**config.mk**
```make
export PLATFORM = sky130hd
export DESIGN_NAME = cul_fifo
export DESIGN_NICKNAME = d
export VERILOG_FILES = /design/src/sv/cul_fifo.sv
export SDC_FILE = /design/constraint.sdc
export NUM_CORES = 1
export LEC_CHECK = 0
export ABC_AREA = 1
export ABC_CLOCK_PERIOD_IN_PS = 1400
export BUFFER_PORTS_ARGS = -buffer_cell sky130_fd_sc_hd__buf_2
export CAP_MARGIN = 20
export CELL_PAD_IN_SITES_DETAIL_PLACEMENT = 1
export CELL_PAD_IN_SITES_GLOBAL_PLACEMENT = 1
export CORE_UTILIZATION = 35
export CTS_CLUSTER_SIZE = 30
export DETAILED_ROUTE_END_ITERATION = 7
export PLACE_DENSITY_LB_ADDON = 0.1
export RECOVER_POWER = 50
export SYNTH_ARGS = -nofsm -noshare
export SYNTH_HDL_FRONTEND = slang
export SYNTH_SLANG_ARGS = --single-unit
```
**constraint.sdc**
```tcl
create_clock -name clk -period 1.4 [get_ports clk]
set_clock_uncertainty 0.05 [all_clocks]
set_input_delay 0.28 -clock clk [delete_from_list [all_inputs] [get_ports clk]]
set_output_delay 0.28 -clock clk [all_outputs]
set_load 0.005 [all_outputs]
```
**src/sv/cul_fifo.sv**
```systemverilog
`timescale 1ns / 1ps
// ---------------------------------------------------------------------------
// cul_fifo
// Small synchronous queue with push/full and pop/empty.
// ---------------------------------------------------------------------------
module cul_fifo #(
  parameter int WIDTH = 8,
  parameter int DEPTH = 2
) (
  input  logic             clk,
  input  logic             rst,
  input  logic             push,
  input  logic [WIDTH-1:0] wdata,
  output logic             full,
  input  logic             pop,
  output logic [WIDTH-1:0] rdata,
  output logic             empty
);

  localparam int PTR_W = DEPTH > 1 ? $clog2(DEPTH) : 1;
  localparam int CNT_W = $clog2(DEPTH + 1);

  logic [WIDTH-1:0] mem [DEPTH];
  logic [PTR_W-1:0] wr_ptr;
  logic [PTR_W-1:0] rd_ptr;
  logic [CNT_W-1:0] count;
  logic             do_push;
  logic             do_pop;

  assign full    = count == CNT_W'(DEPTH);
  assign empty   = count == '0;
  assign do_push = push && !full;
  assign do_pop  = pop && !empty;
  assign rdata   = mem[rd_ptr];

  always_ff @(posedge clk) begin
    if (do_push) begin
      mem[wr_ptr] <= wdata;
    end
    if (rst) begin
      wr_ptr <= '0;
      rd_ptr <= '0;
      count  <= '0;
    end else begin
      if (do_push) begin
        wr_ptr <= (wr_ptr == PTR_W'(DEPTH - 1)) ? '0 : wr_ptr + 1'b1;
      end
      if (do_pop) begin
        rd_ptr <= (rd_ptr == PTR_W'(DEPTH - 1)) ? '0 : rd_ptr + 1'b1;
      end
      if (do_push && !do_pop) begin
        count <= count + 1'b1;
      end else if (do_pop && !do_push) begin
        count <= count - 1'b1;
      end
    end
  end

endmodule

```
======== Word-level counts from Yosys, hierarchy flattened ========
Memories as Yosys holds them, arrays and structs flattened. A register that Yosys moved wholly into a read port is not among the register bits.
Index checks and enable logic that the tools add are counted.
operators by class
  equal/unequal tests ..................... 1
  add/subtract/negate cells ............... 4
  reductions and logical operators ........ 10
  multiplexer cells ....................... 8
operators with widths
  kind                 count
  $mux 1               6
  $logic_and 1x1->1    4
  $logic_not 1->1      4
  $mux 2               2
  $add 1x1->1 const B  2
  $add 2x1->2 const B  1
  $eq 2x2->1 const B   1
  $logic_not 2->1      1
  $reduce_bool 2->1    1
  $sub 2x1->2 const B  1
word-level totals
  memories ................................ 1
  word-level logic and storage cells ...... 27
  register bits ........................... 4
  input bits .............................. 12
  memory bits (writable) .................. 16
  output and inout port bits .............. 10
memories
  memory  depth  width  rd ports  clocked after memory_dff  write ports  line  source
  mem     2      8      1         1                         1            23    logic [WIDTH-1:0] mem [DEPTH];

======== Longest topological paths before layout ========
  depth in word-level cells ............... 7
  depth in mapped cells ................... 10
  depth with buffers taken out ............ 10

======== Least setup slack after synthesis ========
Ideal clock, no wire load.
  path kind ............................... reg2reg
  from .................................... reg count[0]
  to ...................................... mem mem[1][0] (enable)
  library setup time ...................... 0.370 ns
  buffers on the path ..................... 0
  required time ........................... 0.980 ns
  arrival ................................. 0.951 ns
  period minus slack after synthesis ...... 1.371 ns
  setup slack ............................. 0.029 ns
  stages on the path, launching flop included .. 3
  path through ............................ dfxtp_1 > o21ai_2 > nor2_1
on the way
  cells in the longest elaborated chain, start to end .. 5
ends and longest elaborated chain
  item                          line  source
  start: declaration            26    logic [CNT_W-1:0] count;
  start signal: assignment      52    count <= count + 1'b1;
  start signal: assignment      54    count <= count - 1'b1;
  $eq 2x2->1                    30    assign full = count == CNT_W'(DEPTH);
  $logic_not 1->1               32    assign do_push = push && !full;
  $logic_and 1x1->1             32
  $mux 1                        37    if (do_push) begin
  $mux 1 (implied by the code)  38    mem[wr_ptr] <= wdata;
  end: declaration              23
No other way between the ends.

==> impl_metrics.py <==
metrics = {
    "floorplanning": {
        "start_util_pct": 37.44,
        "die_area_mm2": 0.002565,
        "die_y_um": 50.65,
        "coreArea_mm2": 0.002212,
        "ios": 22,
        "die_w_um": 50.65,
        "rows": 17,
    },
    "route": {
        "routed-wl-met2_um": 803,
        "first_pass_iters": 2,
        "drt_iter0_drc": 1,
        "ant_nets": 0,
        "vias_per_cell": 4.459,
        "wire_per_inst_um": 12.50,
        "totalWireLength_um": 1525,
        "met3_length_um": 40,
        "vias": 544,
        "top_layer_used": "met4",
        "wl_met1_um": 667,
        "drc": 0,
    },
    "worst_setup_path": {
        "cp_max_fo": 4,
        "critPathArrivalTime_ns": 1.20,
        "worstPathCellList": "buf_6, mux2_4, buf_6",
        "crit_path_frequent_cell": "buf_6",
        "slowest_delay_ns": 0.36,
        "critPathSlowestCell": "dfxtp_2",
        "required_ns": 1.07,
        "worst-path-buf-inv": 2,
        "crit_family": "flip-flops",
        "crit_path_end_kind": "output pin",
        "path_class": "flop to output pin",
        "worstSetupStartpointType": "flop",
    },
    "timing": {
        "period_minus_slack_ns": 1.528,
        "fin_crit_sh_pct": 109.1,
        "hold_viol": 0,
        "setup_viol": 8,
        "fmax_mhz": 654.6,
        "tightest_slew_ns": 0.1777,
        "final_max_slew_viol_count": 0,
        "maxSlewHeadroom_pct": 88.07,
        "rsz0062_at_grt": "true",
        "layout_setup_ws_ns": -0.1276,
    },
    "power": {
        "finalPower_w": 0.001999,
        "power-per-cell-area_mw_per_mm2": 1700,
        "leakage_nw": 0.4922,
        "peakVddDrop_mv": 0.8605,
    },
    "grt": {
        "grt_max_degree": 13,
        "antenna_found_initial": 0,
        "grt_pass1_vias": 534,
        "grt-ovfl-total": 0,
        "grt_pass1_wl_um": 2318,
        "track_usage_pct": 12.73,
    },
    "finish": {
        "utilization_pct": 53.17,
        "final_nets": 108,
        "n_antenna_cell": 0,
        "multi_input_area_um2": 266.5,
        "fillCellCount": 240,
        "instances_no_fill": 122,
        "layout-drive-gt1-share_pct": 52.13,
        "regArea_um2": 586.8,
        "fin_area_mm2": 0.001176,
        "syn2layout_area_growth_pct": 41.99,
    },
    "synth": {
        "synth-seq-area-share_pct": 70.09,
        "synthCells": 62,
        "ys_warn_count": 0,
        "synthesis.area_um2": 828.3,
        "synthesis.nets": 75,
        "synth.avg_cell_area_um2": 13.36,
        "synth_seq_cells": 21,
        "yosys.cell_types.count": 16,
    },
    "clock_network": {
        "cts.sinks": 21,
        "cts_setup_buffers": 0,
        "ctsHtreeMaxLevel": 1,
        "clockBufferDepth": 2,
        "clk-insertion-delay-late_ns": 0.29,
        "hold_buffers": 0,
        "cts_inserted_buffers": 3,
        "cts_root_buffer": "clkbuf_4",
        "path_clk_slew_ns": 0.11,
        "cts_tree": "yes",
    },
    "placed_design": {
        "placed_cell_area_mm2": 0.001023,
        "dpl.hpwl_um": 1091,
        "gp_congestion": 0.6841,
        "portBuffers": 21,
        "placed_cells": 118,
    },
    "run_status": {
        "status": "finished, violations left",
        "violations": "negative setup slack",
    },
    "min_path": {
        "hold_class": "input pin to flop",
    },
    "run": {
        "max-cap-violations": 0,
    },
}
[cell usage after synthesis (all sizes together)]
cell	count	share of area, %
nand2	4	1.8
edfxtp	16	58
buf	1	0.60
and2	1	1.1
nand3	1	0.60
ha	1	1.5
nor2	9	4.1
o21ai	5	3.9
inv	9	4.1
mux2	8	11
a21oi	1	0.60
nand4	1	0.76
dfxtp	5	12
[cells by family (layout without fill, tap and decap cells)]
family | Yosys count | in the layout | share of synthesized area (%)
compound gates | 6 | 6 | 4.531
fa+ha+maj | 1 | 1 | 1.510
buf+inv | 10 | 42 | 4.683
flops | 21 | 21 | 70.09
mux | 8 | 8 | 10.88
simple gates | 16 | 16 | 8.307
[sequential cells by signal (all words and copies together), names as in the netlist, named ones only]
register and cells:
wr_ptr 1, rd_ptr 1, count 2, mem 16
[power by group]
part / total [W] / switching (W) / internal [W] / leakage [nW]
Combinational: 0.000839 / 0.000353 / 0.000486 / 0.283
Clock: 0.000282 / 0.000176 / 0.000106 / 0.0177
Sequential: 0.000878 / 0.0000700 / 0.000808 / 0.192
Total: 0.00200 / 0.000599 / 0.00140 / 0.492
[stage by stage]
step	hold slack [ns]	TNS, ns	setup WS [ns]
detailed placement	0.4240	0	0.01627
floorplan	0.3289	0	0.02879
global route	0.09789	-1.367	-0.1746
CTS	0.1038	-1.132	-0.1448
finish	0.1151	-0.9929	-0.1276
global placement	0.4182	0	0.1005
[routing by layer]
layer,vias up,GRT usage (%)
li1,278,-
met1,253,14.70
met2,11,22.44
met3,2,2.727
met4,0,5.556
met5,-,0
[worst reg2reg max path: stages, from the launching register on]
cell and delay [ns]:
dfxtp_4 0.39, o21ai_4 0.17, inv_2 0.07, ha_4 0.26
inv_2 0.04, o21ai_0 0.16, a21oi_1 0.05
[layout make-up]
class	count	share of cell area (%)
Tap cell	28	2.979
Clock inverter	1	0.4255
Sequential cell	21	49.89
Timing Repair Buffer	29	19.26
Inverter	9	2.872
Clock buffer	3	1.915
Multi-Input combinational cell	31	22.66
[timing repair]
| action | in CTS | in global routing |
|---|---|---|
| endpoints found under the setup margin | 9 | 12 |
| endpoints found under the hold margin | 0 | 0 |
| pin swaps | 1 | 3 |
| resized for setup | 21 | 8 |
[path summary, 6_finish.rpt]
kind	startpoint	end	slack, ns	depth (start not counted)
setup reg to reg	count[0]$_SDFFE_PP0P_	count[0]$_SDFFE_PP0P_	0.10	6
hold reg to reg	wr_ptr$_SDFFE_PP0N_	wr_ptr$_SDFFE_PP0N_	0.47	2
hold / removal	wdata[5]	mem[1][5]$_DFFE_PP_	0.12	1
setup / recovery	flop	rdata[6]	-0.13	3
[layout by cell type (no fill, tap or decap), types with 2 or more instances in the layout]
| cell type | Yosys | final |
|---|---|---|
| o21ai_0 | 2 | 2 |
| nand2_1 | 4 | 4 |
| inv_2 | 2 | 4 |
| buf_6 | 0 | 12 |
| nor2_1 | 9 | 9 |
| mux2_4 | 0 | 8 |
| dfxtp_2 | 0 | 2 |
| dfxtp_1 | 5 | 2 |
| clkbuf_4 | 0 | 3 |
| buf_2 | 1 | 10 |
| o21ai_4 | 0 | 2 |
| buf_4 | 0 | 4 |
| edfxtp_1 | 16 | 16 |
| clkbuf_1 | 0 | 3 |
| inv_1 | 7 | 5 |
(Power assumes the default switching activity.)
