## src/sv/cul_pkg.sv

```systemverilog
`timescale 1ns / 1ps
// ---------------------------------------------------------------------------
// cul_pkg
// Shared types and constants of the capture undo log table.
// ---------------------------------------------------------------------------
package cul_pkg;

  localparam int CUL_MAX_SLOTS   = 64;
  localparam int CUL_POS_WIDTH   = 32;
  localparam int CUL_QUEUE_DEPTH = 2;

  typedef enum logic [1:0] {
    ACT_START = 2'd0,
    ACT_END   = 2'd1,
    ACT_CLEAR = 2'd2,
    ACT_DUMP  = 2'd3
  } action_t;

  typedef enum logic {
    REG_ENABLE   = 1'b0,
    REG_CAPACITY = 1'b1
  } reg_index_t;

  typedef struct packed {
    action_t     act;
    logic [7:0]  capture;
    logic [31:0] pos;
    logic [6:0]  limit;
  } cmd_t;

  typedef struct packed {
    logic        present;
    logic [7:0]  capture;
    logic [31:0] start_pos;
    logic [31:0] end_pos;
    logic [6:0]  count;
    logic        last;
  } res_t;

endpackage

```

## src/sv/cul_fifo.sv

```systemverilog
`timescale 1ns / 1ps
// ---------------------------------------------------------------------------
// cul_fifo
// Small synchronous queue with push/full and pop/empty.
// ---------------------------------------------------------------------------
module cul_fifo #(
  parameter int WIDTH = 8,
  parameter int DEPTH = 2
) (
  input  logic             clk,
  input  logic             rst,
  input  logic             push,
  input  logic [WIDTH-1:0] wdata,
  output logic             full,
  input  logic             pop,
  output logic [WIDTH-1:0] rdata,
  output logic             empty
);

  localparam int PTR_W = DEPTH > 1 ? $clog2(DEPTH) : 1;
  localparam int CNT_W = $clog2(DEPTH + 1);

  logic [WIDTH-1:0] mem [DEPTH];
  logic [PTR_W-1:0] wr_ptr;
  logic [PTR_W-1:0] rd_ptr;
  logic [CNT_W-1:0] count;
  logic             do_push;
  logic             do_pop;

  assign full    = count == CNT_W'(DEPTH);
  assign empty   = count == '0;
  assign do_push = push && !full;
  assign do_pop  = pop && !empty;
  assign rdata   = mem[rd_ptr];

  always_ff @(posedge clk) begin
    if (do_push) begin
      mem[wr_ptr] <= wdata;
    end
    if (rst) begin
      wr_ptr <= '0;
      rd_ptr <= '0;
      count  <= '0;
    end else begin
      if (do_push) begin
        wr_ptr <= (wr_ptr == PTR_W'(DEPTH - 1)) ? '0 : wr_ptr + 1'b1;
      end
      if (do_pop) begin
        rd_ptr <= (rd_ptr == PTR_W'(DEPTH - 1)) ? '0 : rd_ptr + 1'b1;
      end
      if (do_push && !do_pop) begin
        count <= count + 1'b1;
      end else if (do_pop && !do_push) begin
        count <= count - 1'b1;
      end
    end
  end

endmodule

```

## src/sv/cul_front.sv

```systemverilog
`timescale 1ns / 1ps
// ---------------------------------------------------------------------------
// cul_front
// Accepts items, drops track actions that have no effect and queues the rest.
// ---------------------------------------------------------------------------
module cul_front import cul_pkg::*; (
  input  logic        clk,
  input  logic        rst,
  input  logic        push,
  output logic        full,
  input  logic [1:0]  action,
  input  logic [7:0]  capture_index,
  input  logic [31:0] old_position,
  input  logic [6:0]  dump_limit,
  input  logic        log_enable,
  input  logic [6:0]  log_capacity,
  input  logic        cmd_pop,
  output cmd_t        cmd,
  output logic        cmd_empty
);

  cmd_t item;
  logic is_track;
  logic keep;

  assign item.act     = action_t'(action);
  assign item.capture = capture_index;
  assign item.pos     = old_position;
  assign item.limit   = dump_limit;

  assign is_track = item.act == ACT_START || item.act == ACT_END;
  assign keep     = !is_track || (log_enable && log_capacity != '0);

  cul_fifo #(
    .WIDTH ($bits(cmd_t)),
    .DEPTH (CUL_QUEUE_DEPTH)
  ) u_cmd_q (
    .clk   (clk),
    .rst   (rst),
    .push  (push && keep),
    .wdata (item),
    .full  (full),
    .pop   (cmd_pop),
    .rdata (cmd),
    .empty (cmd_empty)
  );

endmodule

```

## config.mk

```make
export PLATFORM = sky130hd
export DESIGN_NAME = cul_front
export DESIGN_NICKNAME = d
export VERILOG_FILES = /design/src/sv/cul_pkg.sv /design/src/sv/cul_fifo.sv /design/src/sv/cul_front.sv
export SDC_FILE = /design/constraint.sdc
export NUM_CORES = 1
export LEC_CHECK = 0
export BUFFER_PORTS_ARGS = -buffer_cell sky130_fd_sc_hd__buf_2
export CAP_MARGIN = 40
export CORE_MARGIN = 1.5
export CORE_UTILIZATION = 40
export DETAILED_ROUTE_END_ITERATION = 10
export PLACE_DENSITY = 0.71
export SLEW_MARGIN = 20
export SYNTH_ARGS = -nofsm -noshare
export SYNTH_HDL_FRONTEND = slang
export SYNTH_HIERARCHICAL = 1
export SYNTH_SLANG_ARGS = --single-unit
```

## constraint.sdc

```tcl
create_clock -name clk -period 4.95 [get_ports clk]
set_input_delay 0.99 -clock clk [delete_from_list [all_inputs] [get_ports clk]]
set_output_delay 0.99 -clock clk [all_outputs]
set_load 0.02 [all_outputs]
```

==> After elaboration in Yosys (flattened, before gate mapping) <==
Memory sizes are Yosys's and may differ from the RTL's. A register that Yosys moved wholly into a read port is not among the register bits.
Cells that the tools add are included.
{ "word_totals": {"word_cells": 35, "ff_bits": 4, "inputBits": 61, "mem_count": 1, "mem_bits_rw": 98} }
{ "classes": {"muxes": 8, "n_addsub": 4, "n_eq_ne": 2, "n_reduce_logical": 17} }
{ "mem_list": {"columns": ["memory", "depth", "word_bits", "rd", "rd_clocked_by_memory_dff", "wr", "line_no", "source"], "rows": [
  ["u_cmd_q.mem", 2, 49, 1, 1, 1, "cul_fifo.sv:23", "logic [WIDTH-1:0] mem [DEPTH];"]
]} }
{ "ops": {"columns": ["operator", "n"], "rows": [
  ["$reduce_bool 7->1", 1],
  ["$logic_and 1x1->1", 6],
  ["$mux 1", 6],
  ["$logic_not 1->1", 5],
  ["$logic_not 2->1", 2],
  ["$mux 2", 2],
  ["$add 1x1->1 const B", 2],
  ["$add 2x1->2 const B", 1],
  ["$eq 2x1->1 const B", 1],
  ["$eq 2x2->1 const B", 1],
  ["$logic_or 1x1->1", 2],
  ["$reduce_bool 2->1", 1],
  ["$sub 2x1->2 const B", 1]
]} }

==> Depth between registers and ports, before layout <==
Gate-level depths: netlist of run 1.
{ "depth": {"word_depth": 10, "depth_mapped": 8} }

==> Cells and area by module <==
Netlist of run 1, hierarchy kept.
{ "modules_own_cells": {"columns": ["mod", "cells_each", "area_per_inst_um2", "seq_area_each_um2", "n_inst"], "rows": [
  ["cul_fifo", 177, 3746.1, 3042.9, 1],
  ["cul_front", 4, 28.8, 0.0, 1]
]} }

==> Worst setup path after synthesis of run 1 <==
No wires, ideal clock.
{ "synth_path": {"path_kind": "input-to-reg", "start": "in action[1]", "end": "mem u_cmd_q/mem[1][0] (netlist name) (enable)", "required_ns": 4.538, "slack_ns": 1.990, "setup_time_ns": 0.412, "n_path_buf": 0, "arrival_time_ns": 2.548, "path_stages": 5, "path_cell_list": "o21ai_0 -> a21oi_1 -> inv_1 -> nor2_1 -> and2_1"} }
{ "synth_between": {"elab_chain_cells": 8, "word_cells_on_any_way": 9} }
{ "synth_rtl": {"columns": ["item", "line_no", "source"], "rows": [
  ["start, declared", "cul_front.sv:11", "input logic [1:0] action,"],
  ["$eq 2x1->1 / $logic_not 2->1 (equally long branches)", "cul_front.sv:31", "assign is_track = item.act == ACT_START || item.act == ACT_END;"],
  ["$logic_or 1x1->1 (*)", "cul_front.sv:31", null],
  ["$logic_not 1->1 (*)", "cul_front.sv:32", "assign keep = !is_track || (log_enable && log_capacity != '0);"],
  ["$logic_or 1x1->1 (*)", "cul_front.sv:32", null],
  ["$logic_and 1x1->1 (*)", "cul_front.sv:40", ".push (push && keep),"],
  ["$logic_and 1x1->1 (*)", "cul_fifo.sv:32", "assign do_push = push && !full;"],
  ["net u_cmd_q.do_push", "cul_fifo.sv:27", "logic do_push;"],
  ["$mux 1 (*)", "cul_fifo.sv:37", "if (do_push) begin"],
  ["$mux 1 (implied by the code) (*)", "cul_fifo.sv:38", "mem[wr_ptr] <= wdata;"],
  ["end, declared", "cul_fifo.sv:23", null]
]} }
The timed path passes the listed nets; every way through them passes the cells marked *.

==> results of run 1 <==
==> report_power, final <==
group / total [uW] / switching (uW) / internal (uW) / leakage (uW)
combinational: 600 / 334 / 266 / 0.000692
sequential: 1150 / 83.7 / 1070 / 0.000948
clock: 455 / 272 / 183 / 0.0000716
==> registers in the layout, summed over array words and instances, names as in the netlist, named ones only <==
signal,cells
u_cmd_q/count,2
u_cmd_q/rd_ptr,1
u_cmd_q/mem,98
u_cmd_q/wr_ptr,1
==> through the flow <==
stage / util [%] / setup WS (ns) / instance area (um2) / instances
4_1_cts: 50.4 / 2.18 / 4630 / 416
5_1_grt: 50.4 / 2.10 / 4630 / 416
3_3_place_gp: 48.3 / 1.99 / 4450 / 399
2_1_floorplan: - / 1.99 / 3770 / 181
6_report: 50.4 / 2.21 / 4630 / 416
3_5_place_dp: 48.6 / 2.00 / 4470 / 400
==> placed cells by master (no fill, tap or decap) <==
cell	Yosys	layout
inv_2	0	1
buf_2	3	111
clkinv_2	0	1
a21oi_1	3	3
or3_1	2	2
dfxtp_4	0	1
nor4_2	1	1
xor2_1	3	3
nor2_1	5	5
o21ai_0	4	4
nor2b_2	1	1
edfxtp_1	98	98
ha_1	1	1
clkbuf_8	0	9
and2_2	0	1
buf_4	1	1
nor4_1	1	1
mux2_2	49	49
buf_12	0	1
dfxtp_1	5	4
clkbuf_1	0	2
inv_1	2	1
clkinvlp_4	0	4
==> synthesized netlist by cell type, types with 2 or more instances <==
library cell   n  area, um2
a21oi_1        3       15.0
buf_2          3       15.0
dfxtp_1        5        100
edfxtp_1      98       2940
inv_1          2       7.51
mux2_2        49        552
nor2_1         5       18.8
o21ai_0        4       20.0
or3_1          2       12.5
xor2_1         3       26.3
==> cell type report <==
| type | instances | area, um2 |
|---|---|---|
| Clock inverter | 5 | 35.0 |
| Fill cell | 792 | 4560 |
| Clock buffer | 11 | 131 |
| Tap cell | 111 | 139 |
| Multi-Input combinational cell | 71 | 692 |
| Timing Repair Buffer | 113 | 583 |
| Inverter | 2 | 7.51 |
| Sequential cell | 103 | 3050 |
==> worst register-to-register path, stage by stage, from the launching register on <==
cell and delay (ns):
dfxtp_1 0.44, nor2b_2 0.08, nor2_1 0.12, and2_2 0.57, buf_4 0.47
==> final timing paths <==
check,depth (start not counted),to,from,slack [ns]
worst max-delay path,2,cmd[34],register,2.21
worst min-delay path,2,u_cmd_q/count[1],u_cmd_q/count[1],0.51
worst max register to register,4,u_cmd_q/mem[1][37],u_cmd_q/count[0],2.93
worst min register to register,2,u_cmd_q/count[1],u_cmd_q/count[1],0.51
==> cells by family after synthesis <==
group / Yosys count
flops: 103
xor+xnor: 3
simple gates: 11
fa+ha+maj: 1
compound gates: 7
buf+inv: 7
mux: 49
==> layer usage <==
metal	vias to the layer above	GRT usage, %	wire length (um)
li1	943	-	-
met1	959	16.6	2780
met2	70	20.4	3070
met3	7	3.55	377
met4	0	4.88	63
met5	-	0	0
==> results.yml, run 1 <==
clock_network:
  max-clock-path-buffers: 2
  clk_pin_slew_ns: 0.09
  cts_hold_buffers: 0
  cts_resized: 0
  cts_setup_buffers: 0
  cts_tree: "built"
  cts_sinks: 103
  numCtsBuffers: 9
  h-tree-depth: 3
  clock-root-buffer: "clkbuf_8"
  clk_latency_ns: 0.35
yosys:
  synth_fa_ha_area_share_pct: 0.331
  synth_simple_gate_area_share_pct: 1.72
  synth-main-ff-cell: "edfxtp_1"
  synth_enable_flop_cells: 98
  synth_cell_type_count: 17
  synthXorXnorAreaFrac_pct: 0.696
  synth_area_per_cell_um2: 20.9
  syn_area_um2: 3770
  synth_compound_area_share_pct: 0.928
  synth_seq_cells: 103
  ys_seq_area_share_pct: 80.6
  synth.area.mux_share_pct: 14.6
  async_flop_share_pct: 0
  yosysWarnings: 6
  syn_inst: 181
  synth_top_family_by_area: "multiplexers"
  synth_fp_nets: 243
placed_design:
  gp_congestion: 0.656
  io_buffer_count: 111
  place_hpwl_mm: 4.04
pwr:
  ir_drop_mv: 0.305
  leakagePower_uw: 0.00171
  power_uw: 2210
  power.density_nw_per_um2: 477
global_routing:
  grt_overflow: 0
  grt_usage_pct: 12.7
  grt_max_degree: 50
  grt_pass1_vias: 1982
  grt_first_pass_wirelength_mm: 9.73
  antenna_found_initial: 0
worst_setup_path:
  cp_top_family: "flip-flops"
  start_kind: "register"
  path_buf_inv: 1
  worstPathCellList: "mux2_2 > buf_2"
  cp_max_fo: 49
  crit_arrival_ns: 1.75
  cp_slowest_cell: "dfxtp_4"
  end_kind: "primary output"
  critPathKind: "reg -> out"
  critPathRequiredTime_ns: 3.96
  slowest_delay_ns: 0.76
detailed_routing:
  drc_errors: 0
  wl_per_cell_um: 15.1
  via_per_inst: 4.76
  ant_nets: 0
  firstDrtPassIters: 4
  drt_wl_total_mm: 6.29
  vias: 1979
  drtIter0Drc: 79
die:
  core_area_um2: 9200
  die_area_um2: 10000
  initial_core_util_pct: 41.0
  die_y_um: 100
  num_rows: 35
  die_w_um: 100
  io_pins: 112
sta:
  whs_ns: 0.514
  slew_violations: 0
  post-route-min-period_ns: 2.74
  rsz0062_at_grt: "no"
  max_slew.worst_pin.slew_ns: 0.680
  setup_viol: 0
  post-route-period-util_pct: 55.3
  slew_headroom_pct: 54.7
  hold_violations: 0
  setup_tns_ns: 0
  max_freq_mhz: 365
  clock_skew_ns: 0.00869
cells_and_area:
  nets: 362
  final_layout_size_suffix_gt1_share_pct: 59.3
  area_growth_pct: 22.8
  diodes: 0
status:
  status: "finished clean"
min_path:
  hold_class: "reg -> reg"
flow_run:
  drv_cap: 0
No activity file was read; power rests on OpenSTA's default activity.
==> run 2: changes to the inputs <==
PLACE_DENSITY = 0.74   (was 0.71)
clock period = 2.2 ns   (was 4.95 ns; I/O delays follow)
==> results.yml, run 2 (synthesized netlist as in run 1, its figures left out) <==
placed_design:
  pre_cts_ws_ns: 0.243
  gp_congestion: 0.644
  io_buffer_count: 111
  place_hpwl_mm: 4.20
clock_network:
  cts_setup_buffers: 0
  h-tree-depth: 3
  cts_hold_buffers: 0
  max-clock-path-buffers: 2
  numCtsBuffers: 9
  clock-root-buffer: "clkbuf_8"
  cts_resized: 0
  clk_pin_slew_ns: 0.09
  cts_sinks: 103
  clk_latency_ns: 0.34
  cts_tree: "built"
detailed_routing:
  drtIter0Drc: 31
  firstDrtPassIters: 2
  via_per_inst: 4.75
  drc_errors: 0
  wl_per_cell_um: 14.9
  drt_wl_total_mm: 6.25
  ant_nets: 0
  vias: 1992
cells_and_area:
  diodes: 0
  top_regs: "u_cmd_q/mem: 98 flops, u_cmd_q/count: 2 flops"
  largest_register: "u_cmd_q/mem"
  layout_common_cells: "buf_2 (111), edfxtp_1 (98), mux2_2 (49)"
  layout_commonest_cell: "buf_2"
  area_growth_pct: 24.9
  largest_reg_flops: 98
  final_layout_size_suffix_gt1_share_pct: 59.7
  nFillCells: 769
  nets: 366
die:
  die_area_um2: 10000
  die_w_um: 100
  die_y_um: 100
  initial_core_util_pct: 41.0
  num_rows: 35
  core_area_um2: 9200
  io_pins: 112
min_path:
  min_to: "u_cmd_q/mem[1][22]"
  holdCritStartpoint: "old_position[15]"
  hold_depth: 1
  hold_class: "in -> reg"
worst_setup_path:
  r2r.worst_path.cells: 5
  critPathKind: "reg -> out"
  end_kind: "primary output"
  critPathRequiredTime_ns: 1.76
  reg2reg_to: "u_cmd_q/count[1]"
  cp_max_fo: 27
  r2r_start: "u_cmd_q/count[1]"
  start_kind: "register"
  r2r_setup_slack_ns: 0.65
  crit_arrival_ns: 1.56
pwr:
  ir_drop_mv: 0.511
  switchingPower_uw: 1530
  p_int_uw: 3560
  switching_share_pct: 30.1
  p_clk_share_pct: 21.5
  combPwrFrac_pct: 30.1
  leakagePower_uw: 0.00175
  seqPwrFrac_pct: 48.4
  power.density_nw_per_um2: 1080
sta:
  setup_tns_ns: 0
  fin_ws_ns: 0.195
  post-route-min-period_ns: 2.00
  setup_viol: 0
  max_freq_mhz: 499
  rsz0062_at_grt: "no"
  hold_violations: 0
  post-route-period-util_pct: 91.1
  slew_violations: 0
  clock_skew_ns: 0.00696
  max_slew.worst_pin.slew_ns: 0.359
  slew_headroom_pct: 76.1
global_routing:
  grt_usage_pct: 13.0
  grt_max_degree: 28
  grt_overflow: 0
  grt_pass1_vias: 2078
  antenna_found_initial: 1
  grt_first_pass_wirelength_mm: 9.75
status:
  status: "finished clean"
flow_run:
  drv_cap: 0
## run 2: power groups by stage
stage               clock network (uW)  logic [uW]  registers, uW
global route                      1220        1660           2490
floorplan                            0        1070           2500
finish                            1100        1530           2470
CTS                               1140        1570           2470
global placement                     0        1540           2500
detailed placement                   0        1560           2510
## run 2: how the worst max path moves through the flow
stage	end	slack, ns	cells after the start
floorplan	u_cmd_q/mem[0][0]	0.11	5
global placement	u_cmd_q/count[1]	0.28	8
detailed placement	u_cmd_q/count[1]	0.24	8
CTS	cmd[38]	0.15	3
global route	cmd[11]	0.1	3
finish	cmd[38]	0.20	3
## run 2: per-layer routing
layer  vias up  GRT usage (%)  wire, um
li1        948              -         -
met1       969           15.3      2590
met2        70           22.2      3170
met3         5           4.87       432
met4         0           4.23        53
met5         -              0         0
## run 2: cell type report
| class | count | area (um2) | area share [%] |
|---|---|---|---|
| Sequential cell | 103 | 3040 | 64.6 |
| Multi-Input combinational cell | 71 | 692 | 14.7 |
| Timing Repair Buffer | 117 | 651 | 13.8 |
| Tap cell | 111 | 139 | 2.95 |
| Clock buffer | 11 | 131 | 2.79 |
| Clock inverter | 4 | 47.5 | 1.01 |
| Inverter | 2 | 11.3 | 0.239 |
## run 2: critical path, cell delays in order, from the launching register on
cell	delay, ns
dfxtp_2	0.33
buf_4	0.32
mux2_2	0.38
buf_2	0.16
## run 2: per-stage QoR
stage                     total power [uW]  area [um2]  util (%)  hold slack [ns]  cells
after floorplan                       3560        3780         -            0.452    181
after global routing                  5370        4720      51.3            0.243    419
after CTS                             5180        4720      51.3            0.254    419
final                                 5100        4720      51.3            0.273    419
after global placement                4040        4540      49.3            0.477    404
after detailed placement              4080        4540      49.3            0.491    404
==> run 3: changes to the inputs <==
clock period = 1.8 ns   (was 2.2 ns; I/O delays follow)
==> results.yml, run 3 (synthesized netlist as in run 1, its figures left out) <==
status:
  status: "finished clean"
sta:
  fin_ws_ns: 0.00414
  max_freq_mhz: 557
  hold_violations: 0
  slew_violations: 0
  setup_tns_ns: 0
  rsz0062_at_grt: "yes"
  setup_viol: 0
  slew_headroom_pct: 79.2
  clock_skew_ns: 0.00906
  post-route-period-util_pct: 99.8
  post-route-min-period_ns: 1.80
  max_slew.worst_pin.slew_ns: 0.309
cells_and_area:
  utilization_pct: 52.2
  final_layout_size_suffix_gt1_share_pct: 60.3
  diodes: 0
  area_growth_pct: 27.1
  design_area_um2: 4800
  seqCellArea_um2: 3050
  largest_register: "u_cmd_q/mem"
  nets: 367
  multi_input_area_um2: 713
  top_regs: "u_cmd_q/mem: 98 flops, u_cmd_q/count: 2 flops"
  largest_reg_flops: 98
  layout_commonest_cell: "buf_2"
  instances_no_fill: 421
  nFillCells: 775
  layout_common_cells: "buf_2 (105), edfxtp_1 (98), mux2_2 (49)"
min_path:
  hold_depth: 1
  hold_class: "in -> reg"
  holdCritStartpoint: "old_position[9]"
  min_to: "u_cmd_q/mem[1][16]"
clock_network:
  numCtsBuffers: 9
  h-tree-depth: 3
  cts_sinks: 103
  clock-root-buffer: "clkbuf_8"
  clk_pin_slew_ns: 0.10
  clk_latency_ns: 0.35
  max-clock-path-buffers: 2
  cts_tree: "built"
pwr:
  switching_share_pct: 30.2
  p_clk_share_pct: 21.5
  ir_drop_mv: 0.719
  power.density_nw_per_um2: 1330
  seqPwrFrac_pct: 47.6
  switchingPower_uw: 1920
  leakagePower_uw: 0.00177
  p_int_uw: 4440
  combPwrFrac_pct: 30.9
placed_design:
  placed_area_um2: 4590
  dp_cells: 405
  gp_congestion: 0.678
  pre_cts_ws_ns: -0.107
  place_hpwl_mm: 4.25
  io_buffer_count: 111
worst_setup_path:
  critPathKind: "reg -> out"
  r2r.worst_path.cells: 5
  r2r_start: "u_cmd_q/count[1]"
  crit_arrival_ns: 1.44
  cp_max_fo: 26
  end_kind: "primary output"
  critPathRequiredTime_ns: 1.44
  reg2reg_to: "u_cmd_q/count[1]"
  start_kind: "register"
  r2r_setup_slack_ns: 0.22
die:
  core_area_um2: 9200
  die_y_um: 100
  initial_core_util_pct: 41.0
  die_area_um2: 10000
  io_pins: 112
  num_rows: 35
  die_w_um: 100
detailed_routing:
  via_per_inst: 4.82
  firstDrtPassIters: 4
  drc_errors: 0
  wl_per_cell_um: 15.2
  ant_nets: 0
  drt_wl_total_mm: 6.39
  vias: 2029
  drtIter0Drc: 38
flow_run:
  drv_cap: 0
global_routing:
  grt_overflow: 0
  grt_pass1_vias: 2107
  antenna_found_initial: 0
  grt_usage_pct: 12.9
  grt_first_pass_wirelength_mm: 9.69
  grt_max_degree: 27
-- run 3: cell types whose count changed in the layout (fill, tap and decap cells not counted), moves of 2 or more --
cell,previous run,this run
buf_12,4,6
buf_2,111,105
buf_4,2,7
clkinv_1,0,2
clkinv_2,2,0
-- run 3: routing by layer --
layer  track usage, %  up-vias  share of wire [%]
li1                 -      953                  -
met1             15.2     1006                 42
met2             22.6       68                 52
met3             4.32        2                5.7
met4             3.90        0               0.39
met5                0        -                  0
-- run 3: layout make-up --
type | instances | area share (%)
Clock inverter | 6 | 1.28
Clock buffer | 10 | 2.66
Tap cell | 111 | 2.90
Sequential cell | 103 | 63.5
Timing Repair Buffer | 118 | 14.6
Multi-Input combinational cell | 71 | 14.9
Inverter | 2 | 0.235
-- run 3: power by group through the flow --
| stage | combinational (uW) | clock (uW) | sequential (uW) |
|---|---|---|---|
| finish | 1970 | 1370 | 3030 |
| global route | 2110 | 1520 | 3050 |
| CTS | 1990 | 1420 | 3030 |
| detailed placement | 1980 | 0 | 3080 |
| global placement | 1940 | 0 | 3060 |
| floorplan | 1310 | 0 | 3050 |
-- run 3: worst max path at each step --
stage / endpoint / cells after the start
finish: cmd[37] / 3
global route: cmd[13] / 3
CTS: cmd[29] / 3
detailed placement: u_cmd_q/count[1] / 8
global placement: u_cmd_q/count[1] / 8
floorplan: u_cmd_q/mem[0][0] / 5
-- run 3: critical path, cell delays in order (launching register included) --
cell,delay [ns]
dfxtp_4,0.38
buf_12,0.18
mux2_2,0.36
buf_4,0.16
-- run 3: metrics by stage --
stage / total power (uW) / hold slack (ns)
2_1_floorplan: 4360 / 0.429
3_3_place_gp: 5010 / 0.483
3_5_place_dp: 5060 / 0.494
4_1_cts: 6440 / 0.175
5_1_grt: 6690 / 0.168
6_report: 6360 / 0.198
-- run 3: timing repair --
| item | 4_1_cts | 5_1_grt |
|---|---|---|
| endpoints found under the hold margin | 0 | 0 |
| hold buffers | 0 | 0 |
| buffers inserted | 0 | 0 |
| endpoints found under the setup margin | 48 | 49 |
| resized for setup | 3 | 4 |
